### config.mk
export PLATFORM = sky130hd
export DESIGN_NAME = dual_room_heat_damper_control_unit
export DESIGN_NICKNAME = d
export VERILOG_FILES = /design/src/drhd_pkg.sv /design/src/drhd_lane.sv /design/src/drhd_merge.sv /design/src/dual_room_heat_damper_control_unit.sv
export SDC_FILE = /design/constraint.sdc
export NUM_CORES = 2
export LEC_CHECK = 0
export BUFFER_PORTS_ARGS = -buffer_cell sky130_fd_sc_hd__buf_2
export CORE_UTILIZATION = 64
export CTS_CLUSTER_SIZE = 16
export DETAILED_ROUTE_END_ITERATION = 16
export PLACE_DENSITY = 0.81
export RECOVER_POWER = 25
export SETUP_SLACK_MARGIN = 0.4
export SLEW_MARGIN = 5
export SYNTH_ARGS = -nofsm -noshare
export SYNTH_HDL_FRONTEND = slang
export SYNTH_SLANG_ARGS = --single-unit
### constraint.sdc
create_clock -name clk -period 7.5 [get_ports clk]
set_input_delay 0 -clock clk [delete_from_list [all_inputs] [get_ports clk]]
set_output_delay 0 -clock clk [all_outputs]
set_load 0.03 [all_outputs]
### src/drhd_pkg.sv
// shared types, constants and table helpers for the dual room heat damper control unit
// no dependencies; imported by every module of the block
package drhd_pkg;

	localparam int unsigned ADC_BITS_DEF = 10;
	localparam int unsigned PWM_TOP_DEF  = 255;

	localparam int unsigned CODE_W    = 10;
	localparam int unsigned TARGET_W  = 6;
	localparam int unsigned MARGIN_W  = 7;
	localparam int unsigned PCT_W     = 7;
	localparam int unsigned CMP_W     = 8;
	localparam int unsigned CFG_IDX_W = 2;
	localparam int unsigned CFG_DAT_W = 7;

	localparam logic [TARGET_W-1:0] TARGET_RST = 6'd25;
	localparam logic [MARGIN_W-1:0] MARGIN_RST = 7'd10;

	localparam logic [CFG_IDX_W-1:0] CFG_TARGET_TEMP   = 2'd0;
	localparam logic [CFG_IDX_W-1:0] CFG_SMOOTH_MARGIN = 2'd1;

	localparam logic [1:0] STAGE_OFF  = 2'd0;
	localparam logic [1:0] STAGE_LOW  = 2'd1;
	localparam logic [1:0] STAGE_HIGH = 2'd2;

	// unsigned temperature before offset fits 26 bits, signed error term 28 bits
	localparam int unsigned UW = 26;
	localparam int unsigned EW = 28;
	localparam longint unsigned GAIN_NUM   = 65868;
	localparam longint unsigned GAIN_DEN   = 100;
	localparam longint unsigned OFFSET_Q16 = 19870515;

	typedef struct packed {
		logic [CODE_W-1:0] adc_room1_code;
		logic [CODE_W-1:0] adc_room2_code;
	} sample_t;

	typedef struct packed {
		logic [1:0]       heater_stage;
		logic             stage_one_on;
		logic             stage_two_on;
		logic [PCT_W-1:0] damper1_percent;
		logic [PCT_W-1:0] damper2_percent;
		logic [CMP_W-1:0] damper1_compare;
		logic [CMP_W-1:0] damper2_compare;
	} result_t;

	typedef struct packed {
		logic             below_hi;
		logic             below_lo;
		logic [PCT_W-1:0] pct;
	} lane_res_t;

	typedef logic [(1 << PCT_W)-1:0][CMP_W-1:0] cmp_tbl_t;

	function automatic cmp_tbl_t cmp_table(input int unsigned top);
		cmp_tbl_t t;
		for (int unsigned p = 0; p < (1 << PCT_W); p++) begin
			t[p] = CMP_W'((p * top) / 100);
		end
		return t;
	endfunction

endpackage

### src/drhd_lane.sv
// one room lane: code to fixed-point temperature, heat thresholds and raw damper percent
// constant divide is split into a quotient product and a reciprocal multiply on the remainder
// depends on drhd_pkg
module drhd_lane #(
	parameter int unsigned ADC_BITS = drhd_pkg::ADC_BITS_DEF
) (
	input  logic                            clk,
	input  logic                            adv,
	input  logic [ADC_BITS-1:0]             code,
	input  logic [drhd_pkg::TARGET_W-1:0]   target_temp,
	output drhd_pkg::lane_res_t             res
);
	import drhd_pkg::*;

	localparam longint unsigned FS  = (64'd1 << ADC_BITS) - 64'd1;
	localparam longint unsigned DEN = GAIN_DEN * FS;
	localparam longint unsigned NUM = GAIN_NUM * 64'd65536;
	localparam longint unsigned QN  = NUM / DEN;
	localparam longint unsigned RN  = NUM % DEN;
	localparam int unsigned QNW = $clog2(QN + 1);
	localparam int unsigned DW  = $clog2(DEN + 1);
	localparam int unsigned BW  = ADC_BITS + QNW;
	localparam int unsigned RW  = ADC_BITS + DW;
	localparam int unsigned SH  = RW + DW;
	localparam longint unsigned RCP = ((64'd1 << SH) + DEN - 64'd1) / DEN;
	localparam int unsigned RCW = $clog2(RCP + 1);
	localparam int unsigned PW  = RW + RCW;
	localparam logic [QNW-1:0] QN_C  = QNW'(QN);
	localparam logic [DW-1:0]  RN_C  = DW'(RN);
	localparam logic [RCW-1:0] RCP_C = RCW'(RCP);

	logic [BW-1:0] base_s1;
	logic [RW-1:0] rem_s1;

	logic [PW-1:0]       prod;
	logic [ADC_BITS-1:0] quo;
	logic [BW-1:0]       base_s2;
	logic [ADC_BITS-1:0] quo_s2;

	lane_res_t res_s3;

	always_ff @(posedge clk) begin
		if (adv) begin
			base_s1 <= {{QNW{1'b0}}, code} * {{ADC_BITS{1'b0}}, QN_C};
			rem_s1  <= {{DW{1'b0}}, code} * {{ADC_BITS{1'b0}}, RN_C};
		end
	end

	// remainder over the constant by reciprocal multiply, exact for every remainder below 2^RW
	assign prod = {{RCW{1'b0}}, rem_s1} * {{RW{1'b0}}, RCP_C};
	assign quo  = prod[SH +: ADC_BITS];

	always_ff @(posedge clk) begin
		if (adv) begin
			base_s2 <= base_s1;
			quo_s2  <= quo;
		end
	end

	logic [BW:0]           usum;
	logic [UW-1:0]         u;
	logic signed [EW-1:0]  err;
	logic [EW-1:0]         rnd;
	lane_res_t             res_d;

	// err is target minus temperature, both in q16
	always_comb begin
		usum = (BW+1)'(base_s2) + (BW+1)'(quo_s2);
		u    = UW'(usum);
		err  = $signed(EW'({target_temp, 16'h0000})) + $signed(EW'(OFFSET_Q16))
			- $signed(EW'(u));
		rnd  = EW'(err) + EW'(32'd8192);
		res_d.below_hi = (err > $signed(EW'(32'd65536)));
		res_d.below_lo = (err > $signed(EW'(32'd32768)));
		if (err <= $signed(EW'(0))) begin
			res_d.pct = '0;
		end else if (err >= $signed(EW'(32'd1638400))) begin
			res_d.pct = PCT_W'(100);
		end else begin
			res_d.pct = rnd[14 +: PCT_W];
		end
	end

	always_ff @(posedge clk) begin
		if (adv) begin
			res_s3 <= res_d;
		end
	end

	assign res = res_s3;

endmodule

### src/drhd_merge.sv
// merging stage: heater stage from both lanes, duty smoothing state, compare lookup
// holds the output register of the block; depends on drhd_pkg
module drhd_merge #(
	parameter int unsigned PWM_TOP = drhd_pkg::PWM_TOP_DEF
) (
	input  logic                          clk,
	input  logic                          arst_n,
	input  logic                          adv,
	input  logic                          vld,
	input  drhd_pkg::lane_res_t           lane1,
	input  drhd_pkg::lane_res_t           lane2,
	input  logic [drhd_pkg::MARGIN_W-1:0] smooth_margin,
	output drhd_pkg::result_t             result,
	output logic                          result_valid
);
	import drhd_pkg::*;

	localparam cmp_tbl_t CMP_TBL = cmp_table(PWM_TOP);

	logic [PCT_W-1:0] prev1_q;
	logic [PCT_W-1:0] prev2_q;
	logic             valid_q;
	result_t          res_q;

	logic [PCT_W-1:0] p1;
	logic [PCT_W-1:0] p2;
	logic [1:0]       stage;
	result_t          res_d;

	function automatic logic [PCT_W-1:0] smooth(input logic [PCT_W-1:0] prev,
		input logic [PCT_W-1:0] cur, input logic [MARGIN_W-1:0] m);
		logic [PCT_W:0] hi;
		logic [PCT_W:0] lo;
		logic [PCT_W:0] sum;
		hi  = {1'b0, prev} + {1'b0, m};
		lo  = {1'b0, cur} + {1'b0, m};
		sum = {1'b0, prev} + {1'b0, cur};
		if (({1'b0, cur} > hi) || (lo < {1'b0, prev})) begin
			return sum[PCT_W:1];
		end
		return cur;
	endfunction

	always_comb begin
		if (lane1.below_hi && lane2.below_hi) begin
			stage = STAGE_HIGH;
		end else if (lane1.below_lo || lane2.below_lo) begin
			stage = STAGE_LOW;
		end else begin
			stage = STAGE_OFF;
		end
		p1 = smooth(prev1_q, lane1.pct, smooth_margin);
		p2 = smooth(prev2_q, lane2.pct, smooth_margin);
		res_d.heater_stage    = stage;
		res_d.stage_one_on    = (stage == STAGE_LOW);
		res_d.stage_two_on    = (stage == STAGE_HIGH);
		res_d.damper1_percent = p1;
		res_d.damper2_percent = p2;
		res_d.damper1_compare = CMP_TBL[p1];
		res_d.damper2_compare = CMP_TBL[p2];
	end

	always_ff @(posedge clk or negedge arst_n) begin
		if (!arst_n) begin
			valid_q <= 1'b0;
			prev1_q <= '0;
			prev2_q <= '0;
		end else if (adv) begin
			valid_q <= vld;
			if (vld) begin
				prev1_q <= p1;
				prev2_q <= p2;
			end
		end
	end

	always_ff @(posedge clk) begin
		if (adv) begin
			res_q <= res_d;
		end
	end

	assign result       = res_q;
	assign result_valid = valid_q;

endmodule

### src/dual_room_heat_damper_control_unit.sv
// Dual room heat damper control unit, top level.
// Each sample transaction carries one ADC code per room; each result transaction
// carries the heater stage, its two enables, and per room a smoothed damper percent
// and its PWM compare value.
// Channels use valid/stall: a transaction moves on a rising edge with valid high and
// stall low. Configuration is a plain write port (cfg_wr_en, cfg_index, cfg_data):
// index 0 is the target temperature, index 1 the smoothing margin, others are ignored.
// The pipeline has four register stages: the code products, the reciprocal multiply, the
// temperature stage in each room lane and the merge output register. A new sample is
// taken every cycle unless the pipeline is held by a stall.
// When the receiver stalls with a result waiting, the whole pipeline holds and
// sample_stall goes high in the same cycle; nothing is dropped.
// Reset clears all valid bits, both previous duty values, and sets the target to
// 25 C and the margin to 10.
// Depends on drhd_pkg, drhd_lane and drhd_merge.
module dual_room_heat_damper_control_unit #(
	parameter int unsigned ADC_BITS = drhd_pkg::ADC_BITS_DEF,
	parameter int unsigned PWM_TOP  = drhd_pkg::PWM_TOP_DEF
) (
	input  logic                           clk,
	input  logic                           arst_n,
	input  logic                           sample_valid,
	output logic                           sample_stall,
	input  drhd_pkg::sample_t              sample,
	output logic                           result_valid,
	input  logic                           result_stall,
	output drhd_pkg::result_t              result,
	input  logic                           cfg_wr_en,
	input  logic [drhd_pkg::CFG_IDX_W-1:0] cfg_index,
	input  logic [drhd_pkg::CFG_DAT_W-1:0] cfg_data
);
	import drhd_pkg::*;

	localparam int unsigned LAT = 3;

	logic [TARGET_W-1:0] target_q;
	logic [MARGIN_W-1:0] margin_q;
	logic [LAT-1:0]      vld_q;
	logic                adv;
	logic                acc;
	lane_res_t           lane1;
	lane_res_t           lane2;

	assign adv          = !(result_valid && result_stall);
	assign sample_stall = !adv;
	assign acc          = sample_valid && adv;

	always_ff @(posedge clk or negedge arst_n) begin
		if (!arst_n) begin
			target_q <= TARGET_RST;
			margin_q <= MARGIN_RST;
		end else if (cfg_wr_en) begin
			case (cfg_index)
				CFG_TARGET_TEMP:   target_q <= cfg_data[TARGET_W-1:0];
				CFG_SMOOTH_MARGIN: margin_q <= cfg_data[MARGIN_W-1:0];
				default: begin
				end
			endcase
		end
	end

	always_ff @(posedge clk or negedge arst_n) begin
		if (!arst_n) begin
			vld_q <= '0;
		end else if (adv) begin
			vld_q <= {vld_q[LAT-2:0], acc};
		end
	end

	drhd_lane #(.ADC_BITS(ADC_BITS)) u_lane1 (
		.clk         (clk),
		.adv         (adv),
		.code        (ADC_BITS'(sample.adc_room1_code)),
		.target_temp (target_q),
		.res         (lane1)
	);

	drhd_lane #(.ADC_BITS(ADC_BITS)) u_lane2 (
		.clk         (clk),
		.adv         (adv),
		.code        (ADC_BITS'(sample.adc_room2_code)),
		.target_temp (target_q),
		.res         (lane2)
	);

	drhd_merge #(.PWM_TOP(PWM_TOP)) u_merge (
		.clk           (clk),
		.arst_n        (arst_n),
		.adv           (adv),
		.vld           (vld_q[LAT-1]),
		.lane1         (lane1),
		.lane2         (lane2),
		.smooth_margin (margin_q),
		.result        (result),
		.result_valid  (result_valid)
	);

endmodule
==> summary.md <==
| Metric | Value |
|---|---|
| Sequential Area | 6970 um^2 |
| Layout cell share with drive strength beyond 1 | under 10% |
| Leading area contributor after synthesis | ha_1 |
| Asr flop ratio synth | 13.1% |
| DIE HEIGHT | between 200 and 250 um |
| DRT Pass-1 Iters | 6 |
| Detail Route Antenna Nets | 0 |
| Post-synth EDFFs | 206 |
| Compound-Gate Fraction of Synth Area | 13.9% |
| Most frequent cell after synthesis | ha_1 |
| Hold Crit Class | in -> reg |
| Initial Util | 65.2% |
| Max_cap viols | 1 |
| Crit Reg-Reg Startpoint | u_lane1.base_s1[4]$_DFFE_PN_ |
| Period utilization | 83.7% |
| Minimum clock period | ~6300 ps |
| Clock-pin slew on the worst setup and hold paths | 60 ps |
| Synth area leaders | ha_1 31%, edfxtp_1 17%, fa_1 13% |
| Placed cell count | 4325 |
| Critical path endpoint category | flip-flop |
| Non-Filler Instances | 4407 |
| Seq/Total Area, Yosys | 19.7% |
| Area of the multi-input gates | 25900 um^2 |
| Post-synthesis cell area | 35400 um^2 |
| Number of port buffers | 69 |
| Post-Route WL | 79600 um |
| Post-route cell area | 37700 um^2 |
| Post CTS Setup Buffer Count | 0 |
| Commonest cells post-synth | 863 x ha_1, 597 x inv_1, 224 x fa_1, 206 x edfxtp_1, 166 x a21oi_1 |
| XOR/XNOR share of the synthesized area | 4.85% |
| Post-synthesis mux area share | 2.00% |
| CTS tree | yes |
| Unrepaired setup endpoints after global routing | no |
| Setup_tns | 0 ps |
| Starting DRT DRC Count | 2128 |
| Width of the die | between 200 and 250 um |
| Number of remaining DRC errors | 0 |
| Adder-cell share of the synthesized area | a little over two fifths |
| Final #Nets | just under 5000 |
| FP Rows | 85 |
| Initial antenna violation count | 7 |
| Max FO, Critical Path | 6 |
| Syn_nets | 4724 |
| Post-DP HPWL | 63700 um |
| Final Hold Viols | 0 |
| Number of global-route vias before repair | approximately 26000 |
| F_max | 0.159 GHz |
| Critical path type | reg -> reg |
| Largest family of logic cells by synthesized area | adder cells |
| CTS max path bufs | 3 |
| Vias/cell | 6.05 |
| Hold Startpoint | sample[19] |
| Yosys cell types | 106 |
| Fin worst setup slack | between 1000 and 1500 ps |
| Post-Synthesis Cells | 3603 |
| Dpl cell area | 36500 um^2 |
| Placeable Area | roughly 54000 um^2 |
| Syn Area/Cell | 9.82 um^2 |
| Synth warnings | 0 |
| Largest net degree at the start of global routing | 87 |
| Clock Latency Late Sink | 590 ps |
| WL per Instance | between 15 and 20 um |
| All-Layer GR Usage | 28.3% |
| Crit path from | u_lane1.base_s1[4]$_DFFE_PN_ |
| Congestion Overflow GR | 0 |
| Max_slew headroom | -20.7% |
| P&R area growth vs syn | 6.48% |
| Layout Skew | 27.8 ps |
| Arrival time worst endpoint | between 6000 and 7000 ps |
| Max H-tree Level | 1 |
| CP required | approximately 7800 ps |
| Outcome | finished, violations left |
| Top_reg_cell synth | edfxtp_1 |
| GP Congestion | 0.942 |
| Num CTS Buffers | 30 |
| Final setup violation count | 0 |
| Share of the synthesized area in the top cell type | 30.5% |
| Simple-gate portion of the synthesized area | approximately a tenth |
| First-pass GRT wire length | 131000 um |
| # fillers | about 4000 |
| Root Buffer | clkbuf_16 |
| #FFs+latches synth | 237 |
| TritonCTS Sinks | 237 |
| Io pins | 70 |
| Post-Place Setup Slack | roughly 1300 ps |
| Worst-margin pin slew | 1810 ps |
| Violated checks | capacitance limit, slew limit |
| Worst Setup Start Kind | flip-flop |
| Vias | 26676 |
| Fin. max-slew vios | 32 |
| Die area | 56200 um^2 |
routing by layer:
layer	GRT usage, %	wire [um]	part of all wire, %
met5	0	0	0
met4	8.33	2120	2.7
met3	3.39	5030	6.3
met2	46.5	36500	46
met1	39.3	36000	45
cells in the final DEF (no fill, tap or decap), types with 13 or more instances in the layout:
cell type	instances
or2_2	14
a21oi_1	166
nand2_1	152
dfrtp_1	26
mux2_2	25
a2111oi_0	13
nand3_1	68
a211oi_1	53
o2111ai_1	13
clkbuf_1	39
inv_1	597
buf_4	16
buf_2	31
nand4_1	29
o211ai_1	25
nand2b_1	23
nor2_1	162
nor2b_1	26
clkbuf_16	32
or3_1	15
a211o_1	13
fa_1	224
a21o_1	72
a31oi_1	27
edfxtp_1	206
mux2i_1	38
o21bai_1	24
and3_1	25
and4_1	14
o21ai_0	104
and2_1	19
xnor2_1	126
xor2_1	68
dlygate4sd3_1	20
ha_1	863
o31ai_1	17
nor3_1	65
o21a_1	36
critical path: stages (launching register included):
cell	delay, ps
edfxtp_1	500
ha_1	240
ha_1	270
ha_1	320
ha_1	310
ha_1	310
fa_1	550
inv_1	60
fa_1	520
inv_1	40
ha_1	270
o21a_1	100
o21ai_0	200
nor2_1	60
a211oi_1	300
o21ai_0	250
a221oi_1	540
o21ai_0	320
o211ai_1	360
o21ai_0	190
a21oi_1	230
xnor2_1	90
registers in the layout, summed over array words and instances, names as in the netlist, 9 cells and up:
register	count
u_lane2.rem_s1	20
u_merge.result	32
u_lane1.base_s2	24
u_lane1.res	9
u_lane1.quo_s2	10
u_lane2.quo_s2	10
u_lane1.base_s1	24
u_lane2.res	9
u_lane2.base_s2	24
u_lane1.rem_s1	20
u_lane2.base_s1	24
path summary, 6_finish.rpt:
kind                                             endpoint  slack [ps]  depth (start not counted)
setup / recovery              u_lane1.quo_s2[9]$_DFFE_PN_        1220                         21
hold / removal               u_lane1.rem_s1[26]$_DFFE_PN_         140                          3
setup reg to reg              u_lane1.quo_s2[9]$_DFFE_PN_        1220                         21
hold reg to reg             u_lane2.base_s2[14]$_DFFE_PN_         420                          0
max in group asynchronous  u_merge.prev2_q[3]$_DFFE_PN0P_        6010                          2
min in group asynchronous  u_merge.prev1_q[1]$_DFFE_PN0P_         430                          2
metrics by stage:
stage	hold slack [ps]	util, %
2_1_floorplan	-296	-
3_3_place_gp	98.0	67.2
3_5_place_dp	99.3	67.2
4_1_cts	1.48	69.5
5_1_grt	188	69.4
6_report	142	69.4
cell type report:
cell class              count  share of cell area [%]
well taps                 696                    2.31
repair buffers            105                    1.64
flip-flops and latches    237                    18.5
clock inverters            19                   0.492
clock buffers              37                    2.26
multi-input cells        2708                    68.8
inverters                 599                    5.97
diodes                      6                  0.0399
cell families (layout without fill, tap and decap cells):
group | count (synthesis) | in the layout
muxes | 65 | 65
adders and majority gates | 1087 | 1087
other | 0 | 6
buffers and inverters | 658 | 760
AOI/OAI and AO/OA | 702 | 702
DFF | 237 | 237
and+or+nand+nor | 659 | 659
xor gates and xnor gates | 195 | 195
repair_timing:
item / 4_1_cts / 5_1_grt
gates resized for setup: 0 / 0
hold buffers: 20 / 0
hold endpoints to repair: 51 / 0
Power is not shown: default switching activity piles up to over one toggle a cycle in this logic, so the estimate is an artifact.
